### src/hdl/lookup3_byte_stream_hash_defines.svh
// Assertion macros shared by the lookup3 byte stream hash block.
`ifndef LOOKUP3_BYTE_STREAM_HASH_DEFINES_SVH
`define LOOKUP3_BYTE_STREAM_HASH_DEFINES_SVH

`define L3BSH_ASSERT_SAME(label, ante, cons) \
   label: assert property (@(posedge clock) disable iff (reset) (ante) |-> (cons)) \
      else $error("l3bsh: same-cycle check failed");

`define L3BSH_ASSERT_NEXT(label, ante, cons) \
   label: assert property (@(posedge clock) disable iff (reset) (ante) |=> (cons)) \
      else $error("l3bsh: next-cycle check failed");

`endif

### src/hdl/l3bsh_pkg.sv
// Types, constants and round functions of the lookup3 byte stream hash.
package l3bsh_pkg;

   localparam logic [31:0] HASH_INIT = 32'hdeadbeef;
   localparam int BLOCK_BYTES = 12;
   localparam int POS_W = 4;
   localparam int MIX_ROUNDS = 6;
   localparam int FINAL_ROUNDS = 7;
   localparam int STEP_W = 3;
   localparam int QUEUE_DEPTH_DEFAULT = 8;

   typedef logic [1:0] kind_type;
   localparam kind_type KIND_MIX = 2'd0;
   localparam kind_type KIND_FINAL = 2'd1;
   localparam kind_type KIND_EMPTY = 2'd2;

   typedef logic [BLOCK_BYTES-1:0][7:0] block_type;

   typedef struct packed {
      logic [31:0] a;
      logic [31:0] b;
      logic [31:0] c;
   } words_type;

   typedef struct packed {
      kind_type    kind;
      logic        start;
      logic [31:0] init;
      block_type   block;
   } entry_type;

   typedef struct packed {
      logic full;
      logic empty;
   } queue_status_type;

   function automatic logic [31:0] rotl(logic [31:0] x, logic [4:0] k);
      return (x << k) | (x >> (6'd32 - {1'b0, k}));
   endfunction

   function automatic words_type mix_round(words_type w, logic [STEP_W-1:0] step);
      words_type r;
      r = w;
      case (step)
         3'd0: begin
            r.a = (w.a - w.c) ^ rotl(w.c, 5'd4);
            r.c = w.c + w.b;
         end
         3'd1: begin
            r.b = (w.b - w.a) ^ rotl(w.a, 5'd6);
            r.a = w.a + w.c;
         end
         3'd2: begin
            r.c = (w.c - w.b) ^ rotl(w.b, 5'd8);
            r.b = w.b + w.a;
         end
         3'd3: begin
            r.a = (w.a - w.c) ^ rotl(w.c, 5'd16);
            r.c = w.c + w.b;
         end
         3'd4: begin
            r.b = (w.b - w.a) ^ rotl(w.a, 5'd19);
            r.a = w.a + w.c;
         end
         3'd5: begin
            r.c = (w.c - w.b) ^ rotl(w.b, 5'd4);
            r.b = w.b + w.a;
         end
         default: r = w;
      endcase
      return r;
   endfunction

   function automatic words_type final_round(words_type w, logic [STEP_W-1:0] step);
      words_type r;
      r = w;
      case (step)
         3'd0: r.c = (w.c ^ w.b) - rotl(w.b, 5'd14);
         3'd1: r.a = (w.a ^ w.c) - rotl(w.c, 5'd11);
         3'd2: r.b = (w.b ^ w.a) - rotl(w.a, 5'd25);
         3'd3: r.c = (w.c ^ w.b) - rotl(w.b, 5'd16);
         3'd4: r.a = (w.a ^ w.c) - rotl(w.c, 5'd4);
         3'd5: r.b = (w.b ^ w.a) - rotl(w.a, 5'd14);
         3'd6: r.c = (w.c ^ w.b) - rotl(w.b, 5'd24);
         default: r = w;
      endcase
      return r;
   endfunction

endpackage

### src/hdl/l3bsh_queue.sv
// Short first-word-fall-through queue of block entries between front and back.
module l3bsh_queue
   import l3bsh_pkg::*;
#(
   parameter int DEPTH = QUEUE_DEPTH_DEFAULT
) (
   input  logic             clock,
   input  logic             reset,
   input  logic             push,
   input  entry_type        push_entry,
   input  logic             pop,
   output entry_type        head_entry,
   output queue_status_type status
);

   localparam int PTR_W = (DEPTH > 1) ? $clog2(DEPTH) : 1;
   localparam int CNT_W = $clog2(DEPTH + 1);

   entry_type          mem_ff [DEPTH];
   logic [PTR_W-1:0]   wr_ptr_ff, wr_ptr_in;
   logic [PTR_W-1:0]   rd_ptr_ff, rd_ptr_in;
   logic [CNT_W-1:0]   count_ff, count_in;

   assign status.full = (count_ff == CNT_W'(DEPTH));
   assign status.empty = (count_ff == '0);
   assign head_entry = mem_ff[rd_ptr_ff];

   always_comb begin
      wr_ptr_in = wr_ptr_ff;
      rd_ptr_in = rd_ptr_ff;
      count_in = count_ff;
      if (push) begin
         wr_ptr_in = (wr_ptr_ff == PTR_W'(DEPTH - 1)) ? '0 : wr_ptr_ff + 1'b1;
      end
      if (pop) begin
         rd_ptr_in = (rd_ptr_ff == PTR_W'(DEPTH - 1)) ? '0 : rd_ptr_ff + 1'b1;
      end
      case ({push, pop})
         2'b10: count_in = count_ff + 1'b1;
         2'b01: count_in = count_ff - 1'b1;
         default: count_in = count_ff;
      endcase
   end

   always_ff @(posedge clock) begin
      if (reset) begin
         wr_ptr_ff <= '0;
         rd_ptr_ff <= '0;
         count_ff <= '0;
      end else begin
         wr_ptr_ff <= wr_ptr_in;
         rd_ptr_ff <= rd_ptr_in;
         count_ff <= count_in;
      end
   end

   always_ff @(posedge clock) begin
      if (push) begin
         mem_ff[wr_ptr_ff] <= push_entry;
      end
   end

endmodule

### src/hdl/l3bsh_front.sv
// Front end: accepts byte words, tracks the message and assembles 12-byte blocks.
module l3bsh_front
   import l3bsh_pkg::*;
(
   input  logic        clock,
   input  logic        reset,
   input  logic        req_valid,
   input  logic        req_stall,
   input  logic [7:0]  req_key_byte,
   input  logic [31:0] req_message_length,
   input  logic [31:0] req_seed,
   output logic        push,
   output entry_type   push_entry
);

   logic [31:0]      rem_ff, rem_in;
   logic [POS_W-1:0] pos_ff, pos_in;
   block_type        blk_ff, blk_in;
   logic             start_ff, start_in;
   logic [31:0]      init_ff, init_in;

   logic             accept;
   logic             idle;
   logic [31:0]      rem_cur;
   logic [31:0]      rem_dec;
   logic [POS_W-1:0] pos_cur;
   block_type        blk_cur;
   logic             start_cur;
   logic [31:0]      init_cur;

   assign accept = req_valid && !req_stall;
   assign idle = (rem_ff == '0);

   always_comb begin
      rem_in = rem_ff;
      pos_in = pos_ff;
      blk_in = blk_ff;
      start_in = start_ff;
      init_in = init_ff;
      push = 1'b0;
      rem_cur = idle ? req_message_length : rem_ff;
      pos_cur = idle ? '0 : pos_ff;
      blk_cur = idle ? '0 : blk_ff;
      start_cur = idle ? 1'b1 : start_ff;
      init_cur = idle ? (HASH_INIT + req_message_length + req_seed) : init_ff;
      blk_cur[pos_cur] = req_key_byte;
      rem_dec = rem_cur - 32'd1;
      push_entry.kind = KIND_MIX;
      push_entry.start = start_cur;
      push_entry.init = init_cur;
      push_entry.block = blk_cur;
      if (accept) begin
         if (idle && (req_message_length == '0)) begin
            push = 1'b1;
            push_entry.kind = KIND_EMPTY;
            push_entry.start = 1'b0;
            push_entry.init = req_seed;
            push_entry.block = '0;
         end else if (rem_dec == '0) begin
            push = 1'b1;
            push_entry.kind = KIND_FINAL;
            rem_in = '0;
            pos_in = '0;
            blk_in = '0;
            start_in = 1'b1;
            init_in = init_cur;
         end else if (pos_cur == POS_W'(BLOCK_BYTES - 1)) begin
            push = 1'b1;
            push_entry.kind = KIND_MIX;
            rem_in = rem_dec;
            pos_in = '0;
            blk_in = '0;
            start_in = 1'b0;
            init_in = init_cur;
         end else begin
            rem_in = rem_dec;
            pos_in = pos_cur + 1'b1;
            blk_in = blk_cur;
            start_in = start_cur;
            init_in = init_cur;
         end
      end
   end

   always_ff @(posedge clock) begin
      if (reset) begin
         rem_ff <= '0;
         pos_ff <= '0;
      end else begin
         rem_ff <= rem_in;
         pos_ff <= pos_in;
      end
   end

   always_ff @(posedge clock) begin
      blk_ff <= blk_in;
      start_ff <= start_in;
      init_ff <= init_in;
   end

endmodule

### src/hdl/l3bsh_back.sv
// Back end: iterative mix unit and pipelined final rounds with the result register.
module l3bsh_back
   import l3bsh_pkg::*;
(
   input  logic        clock,
   input  logic        reset,
   input  entry_type   head_entry,
   input  logic        head_valid,
   output logic        pop,
   output logic        rsp_valid,
   input  logic        rsp_stall,
   output logic [31:0] rsp_hash_value
);

   logic              busy_ff, busy_in;
   logic [STEP_W-1:0] step_ff, step_in;
   words_type         st_ff, st_in;

   logic              stg_valid_ff [FINAL_ROUNDS+1];
   logic              stg_valid_in [FINAL_ROUNDS+1];
   logic              stg_raw_ff [FINAL_ROUNDS+1];
   logic              stg_raw_in [FINAL_ROUNDS+1];
   words_type         stg_w_ff [FINAL_ROUNDS+1];
   words_type         stg_w_in [FINAL_ROUNDS+1];

   logic              out_valid_ff, out_valid_in;
   logic [31:0]       out_hash_ff, out_hash_in;

   logic              advance;
   logic              take_final;
   words_type         base;
   words_type         added;

   assign advance = !out_valid_ff || !rsp_stall;
   assign rsp_valid = out_valid_ff;
   assign rsp_hash_value = out_hash_ff;

   always_comb begin
      base = head_entry.start ? words_type'{a: head_entry.init, b: head_entry.init,
                                            c: head_entry.init} : st_ff;
      added.a = base.a + head_entry.block[3:0];
      added.b = base.b + head_entry.block[7:4];
      added.c = base.c + head_entry.block[11:8];
   end

   always_comb begin
      pop = 1'b0;
      take_final = 1'b0;
      if (head_valid && !busy_ff) begin
         case (head_entry.kind)
            KIND_MIX: pop = 1'b1;
            KIND_FINAL, KIND_EMPTY: begin
               pop = advance;
               take_final = advance;
            end
            default: pop = 1'b1;
         endcase
      end
   end

   always_comb begin
      busy_in = busy_ff;
      step_in = step_ff;
      st_in = st_ff;
      if (busy_ff) begin
         st_in = mix_round(st_ff, step_ff);
         if (step_ff == STEP_W'(MIX_ROUNDS - 1)) begin
            busy_in = 1'b0;
         end else begin
            step_in = step_ff + 1'b1;
         end
      end else if (pop && (head_entry.kind == KIND_MIX)) begin
         st_in = added;
         busy_in = 1'b1;
         step_in = '0;
      end
   end

   always_comb begin
      for (int k = 0; k <= FINAL_ROUNDS; k++) begin
         stg_valid_in[k] = stg_valid_ff[k];
         stg_raw_in[k] = stg_raw_ff[k];
         stg_w_in[k] = stg_w_ff[k];
      end
      out_valid_in = out_valid_ff;
      out_hash_in = out_hash_ff;
      if (advance) begin
         stg_valid_in[0] = take_final;
         stg_raw_in[0] = (head_entry.kind == KIND_EMPTY);
         stg_w_in[0] = (head_entry.kind == KIND_EMPTY) ?
                       words_type'{a: '0, b: '0, c: head_entry.init} : added;
         for (int k = 1; k <= FINAL_ROUNDS; k++) begin
            stg_valid_in[k] = stg_valid_ff[k-1];
            stg_raw_in[k] = stg_raw_ff[k-1];
            stg_w_in[k] = stg_raw_ff[k-1] ? stg_w_ff[k-1] :
                          final_round(stg_w_ff[k-1], STEP_W'(k - 1));
         end
         out_valid_in = stg_valid_ff[FINAL_ROUNDS];
         out_hash_in = stg_w_ff[FINAL_ROUNDS].c;
      end
   end

   always_ff @(posedge clock) begin
      if (reset) begin
         busy_ff <= 1'b0;
         step_ff <= '0;
         out_valid_ff <= 1'b0;
         for (int k = 0; k <= FINAL_ROUNDS; k++) begin
            stg_valid_ff[k] <= 1'b0;
         end
      end else begin
         busy_ff <= busy_in;
         step_ff <= step_in;
         out_valid_ff <= out_valid_in;
         for (int k = 0; k <= FINAL_ROUNDS; k++) begin
            stg_valid_ff[k] <= stg_valid_in[k];
         end
      end
   end

   always_ff @(posedge clock) begin
      st_ff <= st_in;
      out_hash_ff <= out_hash_in;
      for (int k = 0; k <= FINAL_ROUNDS; k++) begin
         stg_raw_ff[k] <= stg_raw_in[k];
         stg_w_ff[k] <= stg_w_in[k];
      end
   end

endmodule

### src/hdl/lookup3_byte_stream_hash.sv
// Top level of the lookup3 little-endian 32-bit hash over a byte stream.
// The req channel takes one message byte per word. The first word of a message
// also carries the total length and the seed; later words ignore both fields.
// A first word with length zero is an empty message and returns the seed.
// The rsp channel returns one hash word per message after its last byte.
// The front end takes one byte per cycle while req_stall is low and hands each
// 12-byte block to a short queue. The back end runs the six mix rounds of a
// full block one per cycle, so a block is mixed before the next block's bytes
// have arrived. The seven final rounds are pipelined and take a new message
// every cycle unless a block is mixing or the result is held, so short messages
// also flow at one word per cycle. The eight-entry queue takes entries pushed
// while a block is mixing, so req_stall stays low unless the receiver stalls.
// rsp_valid rises once the last byte's entry has passed the queue, final stages
// and result register, later if a block is still mixing ahead of it. While
// rsp_stall and rsp_valid are high, the result register and final pipeline
// hold; the queue fills and req_stall rises once it is full. Synchronous reset
// empties the queue and pipeline and drops any message in progress.
`include "lookup3_byte_stream_hash_defines.svh"

module lookup3_byte_stream_hash
   import l3bsh_pkg::*;
#(
   parameter int QUEUE_DEPTH = QUEUE_DEPTH_DEFAULT
) (
   input  logic        clock,
   input  logic        reset,
   input  logic        req_valid,
   output logic        req_stall,
   input  logic [7:0]  req_key_byte,
   input  logic [31:0] req_message_length,
   input  logic [31:0] req_seed,
   output logic        rsp_valid,
   input  logic        rsp_stall,
   output logic [31:0] rsp_hash_value
);

   logic             q_push;
   logic             q_pop;
   entry_type        q_push_entry;
   entry_type        q_head_entry;
   queue_status_type q_stat;

   assign req_stall = q_stat.full;

   l3bsh_front u_front (
      .clock              (clock),
      .reset              (reset),
      .req_valid          (req_valid),
      .req_stall          (req_stall),
      .req_key_byte       (req_key_byte),
      .req_message_length (req_message_length),
      .req_seed           (req_seed),
      .push               (q_push),
      .push_entry         (q_push_entry)
   );

   l3bsh_queue #(
      .DEPTH (QUEUE_DEPTH)
   ) u_queue (
      .clock      (clock),
      .reset      (reset),
      .push       (q_push),
      .push_entry (q_push_entry),
      .pop        (q_pop),
      .head_entry (q_head_entry),
      .status     (q_stat)
   );

   l3bsh_back u_back (
      .clock          (clock),
      .reset          (reset),
      .head_entry     (q_head_entry),
      .head_valid     (!q_stat.empty),
      .pop            (q_pop),
      .rsp_valid      (rsp_valid),
      .rsp_stall      (rsp_stall),
      .rsp_hash_value (rsp_hash_value)
   );

   `L3BSH_ASSERT_SAME(a_no_push_when_full, q_push, !q_stat.full)
   `L3BSH_ASSERT_SAME(a_no_pop_when_empty, q_pop, !q_stat.empty)
   `L3BSH_ASSERT_NEXT(a_push_fills_queue, q_push && !q_pop, !q_stat.empty)

endmodule
### config.mk
export PLATFORM = sky130hd
export DESIGN_NAME = lookup3_byte_stream_hash
export DESIGN_NICKNAME = d
export VERILOG_FILES = /design/src/hdl/l3bsh_pkg.sv /design/src/hdl/l3bsh_queue.sv /design/src/hdl/l3bsh_front.sv /design/src/hdl/l3bsh_back.sv /design/src/hdl/lookup3_byte_stream_hash.sv
export VERILOG_INCLUDE_DIRS = /design/src /design/src/hdl
export SDC_FILE = /design/constraint.sdc
export NUM_CORES = 2
export LEC_CHECK = 0
export ABC_AREA = 0
export BUFFER_PORTS_ARGS = -buffer_cell sky130_fd_sc_hd__buf_2
export CORE_MARGIN = 4
export CORE_UTILIZATION = 40
export DETAILED_ROUTE_END_ITERATION = 7
export PLACE_DENSITY = 0.54
export SLEW_MARGIN = 5
export SYNTH_ARGS = -nofsm -noshare
export SYNTH_HDL_FRONTEND = slang
export SYNTH_SLANG_ARGS = --single-unit
export TNS_END_PERCENT = 50
### constraint.sdc
create_clock -name clock -period 71.7 [get_ports clock]
set_input_delay 21.51 -clock clock [delete_from_list [all_inputs] [get_ports clock]]
set_output_delay 21.51 -clock clock [all_outputs]
set_load 0.02 [all_outputs]
# == Word level (Yosys, flattened, before mapping) ==
# Memory sizes are Yosys's and may differ from the RTL's. A register that Yosys moved wholly into a read port is not among the register bits.
# Cells that the tools add are included.
# Widths: inputs -> output; s select.
# word_totals
n_memories,4
inputBits,76
output_inout_bits,34
ff_bits,308
ramBits,1832
# classes
magnitude_cmp,2
n_eq_ne,18
n_reduce_logical,29
n_bitwise,35
muxes,65
addsub,25
# memory_table
memory,words,width,rd,rd_ports_with_merged_regs,write_ports,line_no,source
u_queue.mem_ff,8,131,1,1,1,l3bsh_queue.sv:19,entry_type mem_ff [DEPTH];
u_back.stg_w_ff,8,96,8,0,8,l3bsh_back.sv:23,words_type stg_w_ff [FINAL_ROUNDS+1];
u_back.stg_raw_ff,8,1,7,0,8,l3bsh_back.sv:21,logic stg_raw_ff [FINAL_ROUNDS+1];
u_back.stg_valid_ff,8,1,8,0,8,l3bsh_back.sv:19,logic stg_valid_ff [FINAL_ROUNDS+1];
# op_table
op,n
$mux 768,1
$mux 96,7
$xor 32x32->32,13
$sub 32x32->32,10
$pmux 32 s3,3
$add 32x32->32,7
$mux 32,6
$mux 131,1
$mux 129,1
$mux 64,2
$bwmux 96,1
$logic_not 32->1,3
$or 32x4->32,3
$or 32x14->32,2
$or 32x16->32,2
$add 32x32->32 const A,1
$demux 8 s4,1
$or 32x11->32,1
$or 32x19->32,1
$or 32x24->32,1
$or 32x25->32,1
$or 32x6->32,1
$or 32x8->32,1
$sub 32x1->32 const B,1
other kinds (31),103

# == Depth between registers and ports, before layout ==
# depth
word_depth,9
ltp_mapped,29

# == Cells and area by module ==
# A second synthesis with hierarchy kept.
# hier_totals
cells_unflattened,9053
hier_area_um2,110881.3
# by_module_without_submodules
mod,area_each_um2,cells_each,instances,seq_area_each_um2
l3bsh_back,58926.5,6039,1,24493.5
l3bsh_queue,39957.1,1587,1,31730.4
l3bsh_front,11994.0,1426,1,4594.4
lookup3_byte_stream_hash,3.8,1,1,0.0

# == Least setup slack after synthesis ==
# OpenSTA, ideal clock, no wires.
# synth_timing
path_type,input port to flip-flop
from,in rsp_stall
to,"reg u_back.out_hash_ff[0] (netlist: u_back.rsp_hash_value[0]), read port of u_back.stg_w_ff, enable pin"
path_stages,3
setup_ns,5.570
required_time_ns,66.130
slack_ns,31.234
arrival_time_ns,34.896
path_buffers,1
path_cell_list,and2_1 > clkbuf_1 > clkinv_1
# synth_between
elab_chain_len,2
# synth_lines
element,line_no,source
start: declaration,lookup3_byte_stream_hash.sv:33,"input logic rsp_stall,"
$logic_not 1->1,l3bsh_back.sv:34,assign advance = !out_valid_ff || !rsp_stall;
$logic_or 1x1->1,l3bsh_back.sv:34,
net u_back.advance,l3bsh_back.sv:29,logic advance;
end: declaration,l3bsh_back.sv:27,"logic [31:0] out_hash_ff, out_hash_in;"
# The timed path passes the listed nets, and every way through them passes these cells.
# A chain may end at the register's enable or synchronous reset.

# == Worst setup path in the final report ==
# layout_timing
from,in req_message_length[0]
to,"mem u_queue.mem_ff[2][25] in the netlist's numbering, enable pin"
# layout_between
elab_chain_len,8
# layout_lines
element,line_no,source
start: declaration,lookup3_byte_stream_hash.sv:30,"input logic [31:0] req_message_length,"
$mux 32,l3bsh_front.sv:41,rem_cur = idle ? req_message_length : rem_ff;
$sub 32x1->32,l3bsh_front.sv:47,rem_dec = rem_cur - 32'd1;
$logic_not 32->1,l3bsh_front.sv:59,end else if (rem_dec == '0) begin
$mux 1,l3bsh_front.sv:59,
$mux 1 *,l3bsh_front.sv:53,if (idle && (req_message_length == '0)) begin
$mux 1 *,l3bsh_front.sv:52,if (accept) begin
$mux 1 *,l3bsh_queue.sv:58,if (push) begin
$mux 1 (not written as such) *,l3bsh_queue.sv:59,mem_ff[wr_ptr_ff] <= push_entry;
end: declaration,l3bsh_queue.sv:19,
# Mark *: on every way between the ends. The rest lies on a longest branch, timed or not.

==> flow_summary_export.csv <==
group,metric,value,unit
detailed_routing,routed_via_density,5.64,
critical_path,worstReg2RegStart,"u_front.rem_ff[7]",
final_layout,final_cells,12700,
detailed_routing,wl_met1,143000,um
clocking,cts_tree,"built",
critical_path,critPathMaxFanout,47,
timing,tightest_slew,1220,ps
die,die_h,531,um
critical_path,crit_required,72210,ps
synthesis,seq_area_frac_synth,55.5,%
synthesis,syn-num-nets,9472,
critical_path,rr_worst_depth,20,
synthesis,ys_ff_latch,2046,
detailed_routing,wl_per_cell,26.8,um
timing,fmax,0.0356,GHz
placed_design,dp_cells,12300,
synthesis,yosys-top-cells-area,"edfxtp_1 54%, ha_1 6.6%, mux4_2 5.4%",
timing,fin_skew,84.1,ps
critical_path,regToRegEndpoint,"u_queue.mem_ff[2][25]",
critical_path,worstSetupPathType,"input port to flip-flop",
placed_design,port_buffers,109,
detailed_routing,wl_met2,168000,um
timing,hold_viol_final,0,
detailed_routing,drcViolationCount,0,
detailed_routing,totalWireLength,340000,um
timing,period_minus_slack,28120,ps
synthesis,yosysWarnings,0,
placed_design,placed_cell_area,114000,um^2
clocking,postCtsSetupBuffers,0,
die,coreArea,272000,um^2
global_route,antenna_found_initial,13,
synthesis,yosysTopAreaCell,"edfxtp_1",
clocking,cts_hold_buf,0,
global_route,grt_pass1_wl,491000,um
clocking,cts_max_level,4,
global_route,grt_max_degree,180,
clocking,cts_root_buffer,"clkbuf_16",
job,maxCapViolations,0,
critical_path,end_kind,"flip-flop",
synthesis,synth_area,110000,um^2
timing,finalMaxSlewViolations,0,
synthesis,synth_common_cells,"1984 x edfxtp_1, 603 x nand2_1, 577 x ha_1",
hold_path,hold_end,"u_back.stg_w_ff[0][226]",
final_layout,nFillCells,24700,
placed_design,dp_hpwl,246000,um
synthesis,async_flop_share,0,%
synthesis,synth.top_cell.area_share,54.4,%
timing,setup_viol,0,
clocking,clock-sinks,2046,
final_layout,design_area,122000,um^2
die,die_area,282000,um^2
timing,maxSlewHeadroom,18.9,%
timing,worst_slack,43580,ps
timing,fin_tns_setup,0,ps
critical_path,critPathArrivalTime,28630,ps
clocking,cts_buffers,226,
timing,fin_crit_sh,39.2,%
detailed_routing,drt-initial-drc-count,5777,
placed_design,gp_congestion,0.940,
detailed_routing,drt_first_pass_iters,8,
final_layout,nNetsFinal,9578,
clocking,ctsResizeCount,0,
final_layout,drive_gt1_share,11.7,%
synthesis,avgSynthCellArea,12.4,um^2
die,start_util,40.3,%
status,status,"complete, no violations",
detailed_routing,vias,71500,
synthesis,syn_inst,8802,
final_layout,syn_to_final_growth,11.3,%
detailed_routing,antenna_left,0,
hold_path,hold_class,"flip-flop to flip-flop",
synthesis,synthFlopType,"edfxtp_1",
clocking,clkLatencyLatePin,920,ps
hold_path,worstHoldPathCells,0,
detailed_routing,wl_met3,15800,um
die,core.rowCount,191,
clocking,clock_path_buffers,4,
critical_path,cp-start-kind,"input port",
global_route,overflow,0,
global_route,grt.total_usage,23.6,%
die,die_x,531,um
detailed_routing,highest_layer,"met5",
timing,rsz0062_at_grt,"false",
hold_path,worst_hold_startpoint,"u_back.stg_w_ff[0][130]",
die,ioPinCount,110,
critical_path,r2r_slack,62830,ps
synthesis,yosysUniqueCellTypes,96,
synthesis,yosysMostFrequentCell,"edfxtp_1",
synthesis,synth_edf_count,1984,
global_route,grt_pass1_vias,71000,
placed_design,post-place-ws,42480,ps
clocking,clk_pin_slew,60,ps
[kinds of logic (layout without fill, tap and decap cells)]
group                      count (synthesis)  in the layout  synth area share (%)
buffers and inverters                    911           1209                  3.15
other                                      0              9                     0
adders and majority gates                594            594                  6.90
AOI/OAI and AO/OA                       1928           1928                  11.2
and+or+nand+nor                         1925           1925                  8.19
DFF                                     2046           2046                  55.5
xor gates and xnor gates                 758            758                  6.06
muxes                                    640            640                  9.00
[cell usage in the layout, fill, tap and decap left out, types with 109 or more instances in the layout]
cell type and instances:
edfxtp_1 1984, nand2_1 601, ha_1 575, nor2_1 568, inv_1 568, o21ai_0 536
a21oi_1 457, xor2_1 390, xnor2_1 368, mux4_2 262, mux2i_1 241, clkbuf_16 227
nor3_1 185, a21o_1 172, o21a_1 148, mux2_2 136, buf_2 109
[sequential cells by signal (all words and copies together) (netlist names), named ones only]
signal	count
u_queue.mem_ff	1048
u_back.stg_w_ff	672
u_back.st_ff	96
u_front.blk_ff	96
u_back.rsp_hash_value	32
u_front.init_ff	32
u_front.rem_ff	32
u_back.stg_valid_ff	8
u_back.stg_raw_ff	7
u_front.pos_ff	4
u_queue.count_ff	4
u_back.step_ff	3
u_queue.rd_ptr_ff	3
u_queue.wr_ptr_ff	3
u_back.busy_ff	1
u_back.rsp_valid	1
u_front.start_ff	1
[per-layer routing]
metal,up-vias,GRT usage (%)
met5,-,0
met4,2,8.74
met3,526,2.72
met2,2105,40.9
met1,35800,30.5
li1,33100,-
[final cells by class]
class	count	area, um^2	share of cell area [%]
antenna	9	22.5	0.0185
clock buffer	261	5840	4.79
clock inverter	159	1790	1.47
inverter	575	2170	1.78
multi-input combinational	5845	45400	37.2
sequential	2046	60800	49.9
tap	3570	4470	3.66
timing repair buffer	214	1420	1.17
[how the worst max path moves through the flow]
stage	slack [ps]	cells past startpoint	from	to
after floorplan	31230	3	rsp_stall	u_back.rsp_hash_value[0]
after global placement	42490	18	req_message_length[0]	u_queue.mem_ff[2][59]
after detailed placement	42480	18	req_message_length[0]	u_queue.mem_ff[2][59]
after CTS	43440	18	req_message_length[0]	u_queue.mem_ff[2][14]
after global routing	43010	18	req_message_length[0]	u_queue.mem_ff[2][25]
final	43580	18	req_message_length[0]	u_queue.mem_ff[2][25]
[worst max-delay path, cell delays in order]
cell	delay [ps]
buf_2	130
a21oi_1	250
ha_1	320
nor4b_2	690
nand4_1	410
nor3_1	290
o22ai_1	110
a221oi_1	700
nand4_1	300
nor4_4	280
nand4_4	270
o21ai_4	480
o21a_4	250
nand2_1	170
nor3_2	170
buf_4	630
buf_4	850
buf_4	740
[stage by stage]
stage               hold slack (ps)  utilization [%]
floorplan                       400                -
global placement                401             42.1
detailed placement              405             42.1
CTS                             394             44.9
global route                    399             44.9
finish                          397             44.9
Power is left out: the tool's default activity adds up to more than one toggle a clock period on the data nets, which glitch-free logic cannot reach.
